$ cat config.mk
export PLATFORM = sky130hd
export DESIGN_NAME = binary_naive_bayes_classifier_top
export DESIGN_NICKNAME = d
export VERILOG_FILES = /design/src/hw/rtl/nbc_pkg.sv /design/src/hw/rtl/nbc_acc.sv /design/src/hw/rtl/binary_naive_bayes_classifier_top.sv
export SDC_FILE = /design/constraint.sdc
export NUM_CORES = 2
export LEC_CHECK = 0
export BUFFER_PORTS_ARGS = -buffer_cell sky130_fd_sc_hd__buf_2
export CAP_MARGIN = 40
export CORE_MARGIN = 2
export CORE_UTILIZATION = 31
export DETAILED_ROUTE_END_ITERATION = 8
export HOLD_SLACK_MARGIN = 0.08
export PLACE_DENSITY_LB_ADDON = 0.2
export SYNTH_ARGS = -nofsm -noshare
export SYNTH_HDL_FRONTEND = slang
export SYNTH_SLANG_ARGS = --single-unit
$ cat constraint.sdc
create_clock -name clk -period 24.1 [get_ports clk]
set_input_delay 1.205 -clock clk [delete_from_list [all_inputs] [get_ports clk]]
set_output_delay 1.205 -clock clk [all_outputs]
set_load 0.005 [all_outputs]
$ cat src/hw/rtl/nbc_pkg.sv
// ----------------------------------------------------------------------------
// nbc_pkg: shared constants and types for the naive Bayes classifier
// Sizes of the count table, the limb-serial big-number datapath and the
// command/status bundle between the sequencer and the accumulator unit.
// ----------------------------------------------------------------------------
package nbc_pkg;

	localparam int NUM_FEATURES = 8;
	localparam int COUNT_BITS   = 16;

	localparam int NUM_CELLS = NUM_FEATURES * 4;
	localparam int FEAT_W    = (NUM_FEATURES > 1) ? $clog2(NUM_FEATURES) : 1;
	localparam int CELL_W    = FEAT_W + 2;
	localparam int PASS_W    = FEAT_W + 2;

	// one factor is a count plus one or a total plus two
	localparam int FACT_W = COUNT_BITS + 1;

	localparam int LIMB_W     = 32;
	localparam int PROD_BITS  = COUNT_BITS + 2 * NUM_FEATURES * FACT_W;
	localparam int LIMBS      = (PROD_BITS + LIMB_W - 1) / LIMB_W;
	localparam int LIMB_IDX_W = (LIMBS > 1) ? $clog2(LIMBS) : 1;
	localparam int MUL_W      = LIMB_W + FACT_W + 1;

	typedef enum logic [1:0] {
		ACC_NOP,
		ACC_LOAD,
		ACC_MUL,
		ACC_CMP
	} acc_op_t;

	typedef struct packed {
		acc_op_t                 op;
		logic                    side;     // 0 = left product, 1 = right product
		logic [LIMB_IDX_W-1:0]   limb;
		logic                    first;    // first limb of a pass
		logic [FACT_W-1:0]       factor;
		logic [COUNT_BITS-1:0]   load_val;
	} acc_cmd_t;

	typedef struct packed {
		logic ge;    // left product >= right product
		logic ovf;   // carry left over after a pass
	} acc_sts_t;

endpackage

$ cat src/hw/rtl/nbc_acc.sv
// ----------------------------------------------------------------------------
// nbc_acc: limb-serial big-number multiply and compare unit
// Holds both cross products as 32-bit limbs. One shared multiplier scales
// one limb per cycle by a narrow factor; compare walks limbs from the top.
// ----------------------------------------------------------------------------
module nbc_acc (
	input  logic              clk,
	input  logic              arst_n,
	input  nbc_pkg::acc_cmd_t cmd,
	output nbc_pkg::acc_sts_t sts
);
	import nbc_pkg::*;

	logic [LIMB_W-1:0] lhs_q [LIMBS];
	logic [LIMB_W-1:0] rhs_q [LIMBS];
	logic [FACT_W-1:0] carry_q;
	logic              dec_q;
	logic              lt_q;

	logic [LIMB_W-1:0] lhs_rd;
	logic [LIMB_W-1:0] rhs_rd;
	logic [LIMB_W-1:0] mul_a;
	logic [FACT_W-1:0] carry_in;
	logic [MUL_W-1:0]  prod;

	assign lhs_rd   = lhs_q[cmd.limb];
	assign rhs_rd   = rhs_q[cmd.limb];
	assign mul_a    = cmd.side ? rhs_rd : lhs_rd;
	assign carry_in = cmd.first ? '0 : carry_q;
	assign prod     = MUL_W'(mul_a) * MUL_W'(cmd.factor) + MUL_W'(carry_in);

	always_ff @(posedge clk) begin
		if (cmd.op == ACC_LOAD) begin
			for (int k = 0; k < LIMBS; k++) begin
				if (cmd.side) begin
					rhs_q[k] <= (k == 0) ? LIMB_W'(cmd.load_val) : '0;
				end else begin
					lhs_q[k] <= (k == 0) ? LIMB_W'(cmd.load_val) : '0;
				end
			end
		end else if (cmd.op == ACC_MUL) begin
			if (cmd.side) begin
				rhs_q[cmd.limb] <= prod[LIMB_W-1:0];
			end else begin
				lhs_q[cmd.limb] <= prod[LIMB_W-1:0];
			end
		end
	end

	always_ff @(posedge clk or negedge arst_n) begin
		if (!arst_n) begin
			carry_q <= '0;
			dec_q   <= 1'b0;
			lt_q    <= 1'b0;
		end else begin
			if (cmd.op == ACC_MUL) begin
				carry_q <= prod[LIMB_W +: FACT_W];
			end
			// most significant differing limb decides
			if (cmd.op == ACC_CMP && (cmd.first || !dec_q)) begin
				dec_q <= (lhs_rd != rhs_rd);
				lt_q  <= (lhs_rd < rhs_rd);
			end
		end
	end

	assign sts.ge  = !lt_q;
	assign sts.ovf = (carry_q != '0);

endmodule

$ cat src/hw/rtl/binary_naive_bayes_classifier_top.sv
// ----------------------------------------------------------------------------
// binary_naive_bayes_classifier_top: Bernoulli naive Bayes, two classes
// Trains per-feature counts and classifies by exact cross-multiplication.
// ----------------------------------------------------------------------------
// A train beat (tuser = 0) does one saturating increment per feature, then
// one for the class total. A classify beat (tuser = 1) builds both cross
// products in 32-bit limbs with a single 32 x 17 multiplier, one limb per
// cycle, four factors per feature, then compares them limb by limb from the
// top. s_tready is high only between beats; a finished prediction waits in
// the output register while the next beat is taken. Ties and an empty model
// predict class 1.
module binary_naive_bayes_classifier_top (
	input  logic        clk,
	input  logic        arst_n,
	input  logic        s_tvalid,
	output logic        s_tready,
	input  logic [15:0] s_tdata,   // [7:0] feature_bits, [8] label, rest zero
	input  logic        s_tuser,   // [0] req_type
	output logic        m_tvalid,
	input  logic        m_tready,
	output logic [7:0]  m_tdata    // [0] predicted_class, rest zero
);
	import nbc_pkg::*;

	typedef enum logic [2:0] {
		ST_IDLE,
		ST_TRAIN,
		ST_TOTAL,
		ST_LOAD_L,
		ST_LOAD_R,
		ST_MUL,
		ST_CMP,
		ST_DONE
	} state_t;

	localparam logic [FEAT_W-1:0]     FEAT_LAST = FEAT_W'(NUM_FEATURES - 1);
	localparam logic [LIMB_IDX_W-1:0] LIMB_LAST = LIMB_IDX_W'(LIMBS - 1);

	state_t                 state_q;
	logic [PASS_W-1:0]      pass_q;
	logic [LIMB_IDX_W-1:0]  limb_q;
	logic [NUM_FEATURES-1:0] fv_q;
	logic                   label_q;
	logic                   m_tvalid_q;
	logic                   pred_q;

	logic [COUNT_BITS-1:0]  counts_q [NUM_CELLS];
	logic [COUNT_BITS-1:0]  pos_total_q;
	logic [COUNT_BITS-1:0]  neg_total_q;

	logic [NUM_FEATURES-1:0] fv_in;
	logic [FEAT_W-1:0]      feat;
	logic                   fval;
	logic [CELL_W-1:0]      train_idx;
	logic [COUNT_BITS-1:0]  cp;
	logic [COUNT_BITS-1:0]  cn;
	logic [COUNT_BITS-1:0]  inc_in;
	logic [COUNT_BITS-1:0]  inc_out;
	logic                   s_acc;

	acc_cmd_t acc_cmd;
	acc_sts_t acc_sts;

	assign s_tready = (state_q == ST_IDLE);
	assign s_acc    = s_tvalid && s_tready;
	assign m_tvalid = m_tvalid_q;
	assign m_tdata  = {7'b0, pred_q};

	// features past the 8 input bits read as zero
	always_comb begin
		for (int i = 0; i < NUM_FEATURES; i++) begin
			fv_in[i] = (i < 8) ? s_tdata[i % 8] : 1'b0;
		end
	end

	assign feat      = pass_q[PASS_W-1:2];
	assign fval      = fv_q[feat];
	assign train_idx = {feat, fval, label_q};
	assign cp        = counts_q[{feat, fval, 1'b1}];
	assign cn        = counts_q[{feat, fval, 1'b0}];

	// shared saturating incrementer
	assign inc_in  = (state_q == ST_TRAIN) ? counts_q[train_idx]
	                 : (label_q ? pos_total_q : neg_total_q);
	assign inc_out = (inc_in == '1) ? inc_in : inc_in + COUNT_BITS'(1);

	always_comb begin
		acc_cmd          = '0;
		acc_cmd.op       = ACC_NOP;
		acc_cmd.limb     = limb_q;
		acc_cmd.side     = pass_q[1];
		acc_cmd.first    = (limb_q == '0);
		case (pass_q[1:0])
			2'd0:    acc_cmd.factor = FACT_W'(cp) + FACT_W'(1);
			2'd1:    acc_cmd.factor = FACT_W'(neg_total_q) + FACT_W'(2);
			2'd2:    acc_cmd.factor = FACT_W'(cn) + FACT_W'(1);
			default: acc_cmd.factor = FACT_W'(pos_total_q) + FACT_W'(2);
		endcase
		unique case (state_q)
			ST_LOAD_L: begin
				acc_cmd.op       = ACC_LOAD;
				acc_cmd.side     = 1'b0;
				acc_cmd.load_val = pos_total_q;
			end
			ST_LOAD_R: begin
				acc_cmd.op       = ACC_LOAD;
				acc_cmd.side     = 1'b1;
				acc_cmd.load_val = neg_total_q;
			end
			ST_MUL: acc_cmd.op = ACC_MUL;
			ST_CMP: begin
				acc_cmd.op    = ACC_CMP;
				acc_cmd.first = (limb_q == LIMB_LAST);
			end
			default: acc_cmd.op = ACC_NOP;
		endcase
	end

	nbc_acc u_acc (
		.clk    (clk),
		.arst_n (arst_n),
		.cmd    (acc_cmd),
		.sts    (acc_sts)
	);

	always_ff @(posedge clk or negedge arst_n) begin
		if (!arst_n) begin
			for (int c = 0; c < NUM_CELLS; c++) begin
				counts_q[c] <= '0;
			end
			pos_total_q <= '0;
			neg_total_q <= '0;
		end else if (state_q == ST_TRAIN) begin
			counts_q[train_idx] <= inc_out;
		end else if (state_q == ST_TOTAL) begin
			if (label_q) begin
				pos_total_q <= inc_out;
			end else begin
				neg_total_q <= inc_out;
			end
		end
	end

	always_ff @(posedge clk) begin
		if (s_acc) begin
			fv_q    <= fv_in;
			label_q <= s_tdata[8];
		end
	end

	always_ff @(posedge clk or negedge arst_n) begin
		if (!arst_n) begin
			state_q    <= ST_IDLE;
			pass_q     <= '0;
			limb_q     <= '0;
			m_tvalid_q <= 1'b0;
			pred_q     <= 1'b0;
		end else begin
			// a new result loaded in ST_DONE replaces the one leaving
			if (m_tvalid_q && m_tready && state_q != ST_DONE) begin
				m_tvalid_q <= 1'b0;
			end
			unique case (state_q)
				ST_IDLE: begin
					pass_q <= '0;
					limb_q <= '0;
					if (s_acc) begin
						state_q <= s_tuser ? ST_LOAD_L : ST_TRAIN;
					end
				end
				ST_TRAIN: begin
					pass_q <= pass_q + PASS_W'(4);
					if (feat == FEAT_LAST) begin
						state_q <= ST_TOTAL;
					end
				end
				ST_TOTAL:  state_q <= ST_IDLE;
				ST_LOAD_L: state_q <= ST_LOAD_R;
				ST_LOAD_R: state_q <= ST_MUL;
				ST_MUL: begin
					if (limb_q == LIMB_LAST) begin
						pass_q <= pass_q + PASS_W'(1);
						// compare starts from the top limb
						if (feat == FEAT_LAST && pass_q[1:0] == 2'd3) begin
							state_q <= ST_CMP;
						end else begin
							limb_q <= '0;
						end
					end else begin
						limb_q <= limb_q + LIMB_IDX_W'(1);
					end
				end
				ST_CMP: begin
					limb_q <= limb_q - LIMB_IDX_W'(1);
					if (limb_q == '0) begin
						state_q <= ST_DONE;
					end
				end
				ST_DONE: begin
					if (!m_tvalid_q || m_tready) begin
						m_tvalid_q <= 1'b1;
						pred_q     <= acc_sts.ge;
						state_q    <= ST_IDLE;
					end
				end
				default: state_q <= ST_IDLE;
			endcase
		end
	end

	// product never outgrows the limb array
	a_no_ovf: assert property (@(posedge clk) disable iff (!arst_n)
		(state_q == ST_MUL && limb_q == LIMB_LAST) |=> !acc_sts.ovf)
		else $error("cross product overflowed the limb array");

	a_out_from_done: assert property (@(posedge clk) disable iff (!arst_n)
		$rose(m_tvalid) |-> $past(state_q) == ST_DONE)
		else $error("result beat not produced by a classify");

	a_train_path: assert property (@(posedge clk) disable iff (!arst_n)
		(s_acc && !s_tuser) |=> state_q == ST_TRAIN)
		else $error("train beat did not start training");

	a_totals_mono: assert property (@(posedge clk) disable iff (!arst_n)
		(pos_total_q >= $past(pos_total_q)) && (neg_total_q >= $past(neg_total_q)))
		else $error("class total decreased");

endmodule
==> metrics.yaml <==
run_status:
  status: "finished, final reports clean"
routing:
  dr.pass1.iters: 6
  antenna_left: 0
  detail_route.vias_per_cell: 5.301
  wl_per_cell_um: 27.61
  drcViolationCount: 0
  drt_iter0_markers: 5865
  wl_mm: 316.2
  vias: 60710
logic_synthesis:
  synth_cells: 7364
  ys_async_sr_fraction_pct: 35.84
  yosys_warnings: 0
  yosys.area.top_type_share_pct: 33.76
  synth_top_cell_by_area: "edfxtp_1"
  synth.cell_area_mm2: 0.09188
  synth_cell_types: 93
  synth_ff_type: "edfxtp_1"
  ys_ff_latch: 1610
  syn-mean-instance-area_um2: 12.48
  yosys-top-cells-count: "edfxtp_1 (1033), nand2_1 (788), nor2_1 (765)"
  yosysMostFrequentCell: "edfxtp_1"
  netlist_top_cells_area: "edfxtp_1 (34%), dfrtp_1 (16%), fa_1 (10%)"
  yosysSeqAreaShare_pct: 49.48
  synth_edf_count: 1033
worst_setup_path:
  crit_slowest_cell: "a31oi_1"
  cp_data_required_time_ps: 24840
  rrSetupSlack_ps: 11010
  r2r.worst_path.cells: 37
  end_kind: "flop"
  r2r-start: "pass_q[3]"
  path_max_fanout: 121
  crit_top_cell: "fa_1"
  r2r-end: "u_acc.carry_q[16]"
  crit_arrival_ps: 13830
  critPathLaunchType: "flop"
  critPathKind: "reg -> reg"
  cpPeakStageDelay_ps: 610
cells_and_area:
  final_nets: 8047
  syn2layout_area_growth_pct: 13.71
  drive_gt1_share_pct: 19.99
timing:
  slew_headroom_pct: 26.82
  post-route-period-util_pct: 54.32
  clock_skew_ps: 159.0
  whs_ps: 342.2
  max_clock_freq_mhz: 76.39
  slew_violations: 0
  worst_pin_slew_ps: 1098
  setup_viol: 0
  setup_tns_ps: 0
  min_period_ps: 13090
  finalHoldViolations: 0
  rsz0062_at_grt: "no"
cts:
  cts_root_buf: "clkbuf_16"
  cts_setup_buffers: 0
  htreeDepth: 4
  numCtsBuffers: 188
  clk_latency_ps: 940
  hold_buffers: 0
  post_cts_resized: 0
  clkTransAtPathRegs_ps: 60
  cts_sinks: 1610
  tritoncts: "yes"
  clk_path_buf_depth: 4
min_path:
  hold_path_class: "in -> async"
flow_run:
  maxCapViolations: 0
global_route:
  grt_max_degree: 175
  grt_pass1_vias: 63030
  track_usage_pct: 20.96
  antenna_found_initial: 7
  gr-total-overflow: 0
  grt_pass1_wl_mm: 458.0
placed_design:
  dp_hpwl_mm: 208.6
  port_buffers: 16
  gp_congestion: 0.8656
pwr:
  p_leak_uw: 0.04303
  powerDensity_mw_per_mm2: 55.23
  ir_worst_vdd_v: 0.00006890
floorplan:
  die_area_mm2: 0.3008
  ioPinCount: 31
  die_w_um: 548.4
  row_count: 199
  core-area_mm2: 0.2943
  fp.dieH_um: 548.4
  start_util_pct: 31.22
layout by cell type (no fill, tap or decap), types with 18 or more instances in the layout:
cell type / n
nand3_1: 59
clkinv_2: 22
clkbuf_1: 49
ha_1: 183
a21oi_1: 90
xor2_1: 22
dfrtp_1: 570
and2_1: 99
nand2_1: 756
nor3_1: 33
buf_2: 20
fa_1: 466
mux2i_1: 222
or2_2: 26
a22oi_1: 57
xnor2_1: 32
mux2_2: 349
clkbuf_8: 21
nor2_1: 746
mux4_2: 405
o21a_1: 34
nand4_1: 27
buf_4: 230
nand2b_1: 57
a21o_1: 32
nand2_2: 31
edfxtp_1: 1033
buf_16: 18
clkinv_1: 31
o21ai_0: 302
and3_1: 72
buf_12: 25
o22ai_1: 28
inv_1: 678
a211oi_1: 18
clkbuf_16: 190
nor2b_1: 71
critical path: cells and delay by family (launching register included):
family	cells	cell delay, ps
fa+ha+maj	8	3810
compound gates	9	3030
buf+inv	9	2550
simple gates	6	1580
mux	3	1190
flops	1	340
xor+xnor	2	260
how the worst max path moves through the flow:
stage,slack [ps],startpoint,end,cells past startpoint
2_1_floorplan,13680,pass_q[2],u_acc.lhs_q[10][31],37
3_3_place_gp,9620,pass_q[3],u_acc.rhs_q[10][31],38
3_5_place_dp,11180,pass_q[2],u_acc.carry_q[16],37
4_1_cts,11160,pass_q[2],u_acc.carry_q[16],37
5_1_grt,10440,pass_q[2],u_acc.carry_q[16],37
6_report,11010,pass_q[3],u_acc.carry_q[16],37
routing by layer:
layer	GRT usage [%]	share of wire, %
met5	0	0.0066
met3	3.535	7.0
met1	28.00	42
met4	8.117	4.4
met2	34.00	47
cells by family after synthesis:
family | share of synthesized area, %
simple gates | 9.901
flops | 49.48
buf+inv | 5.037
mux | 16.74
compound gates | 5.465
fa+ha+maj | 12.65
xor+xnor | 0.7340
other cells | 0.004081
flip-flops by register name (all words and copies together), names as in the netlist:
register,cells
u_acc.lhs_q,512
pos_total_q,16
pred_q,1
m_tvalid,1
label_q,1
counts_q,512
state_q,3
limb_q,4
fv_q,8
pass_q,5
u_acc.lt_q,1
u_acc.carry_q,17
u_acc.dec_q,1
neg_total_q,16
u_acc.rhs_q,512
power by group:
group          internal (uW)  leakage, uW       switching (uW)  total [uW]
sequential              2920       0.0184  0.00000000000000592        2920
combinational           2.71       0.0217                 21.0        23.8
clock                   1640      0.00294                 1190        2830
metrics by stage:
stage               cell area, um^2  worst slack (ps)  cells  utilization (%)  power (uW)
floorplan                     91900             13680   7370                -        2972
CTS                          104500             11160  11450            35.49        5832
global route                 104500             10440  11450            35.49        5948
global placement              97230              9616  11040            33.04        2994
detailed placement            98390             11180  11110            33.43        2996
finish                       104500             11010  11450            35.50        5770
area by class of cell:
class                   instances  area (um^2)
repair buffers                309         3029
inverters                     684         2567
clock buffers                 260         5228
fillers                     28700       189800
multi-input cells            4584        42410
diodes                          5        12.51
clock inverters                82        839.6
well taps                    3919         4903
flip-flops and latches       1610        45480
(Power assumes the default switching activity.)
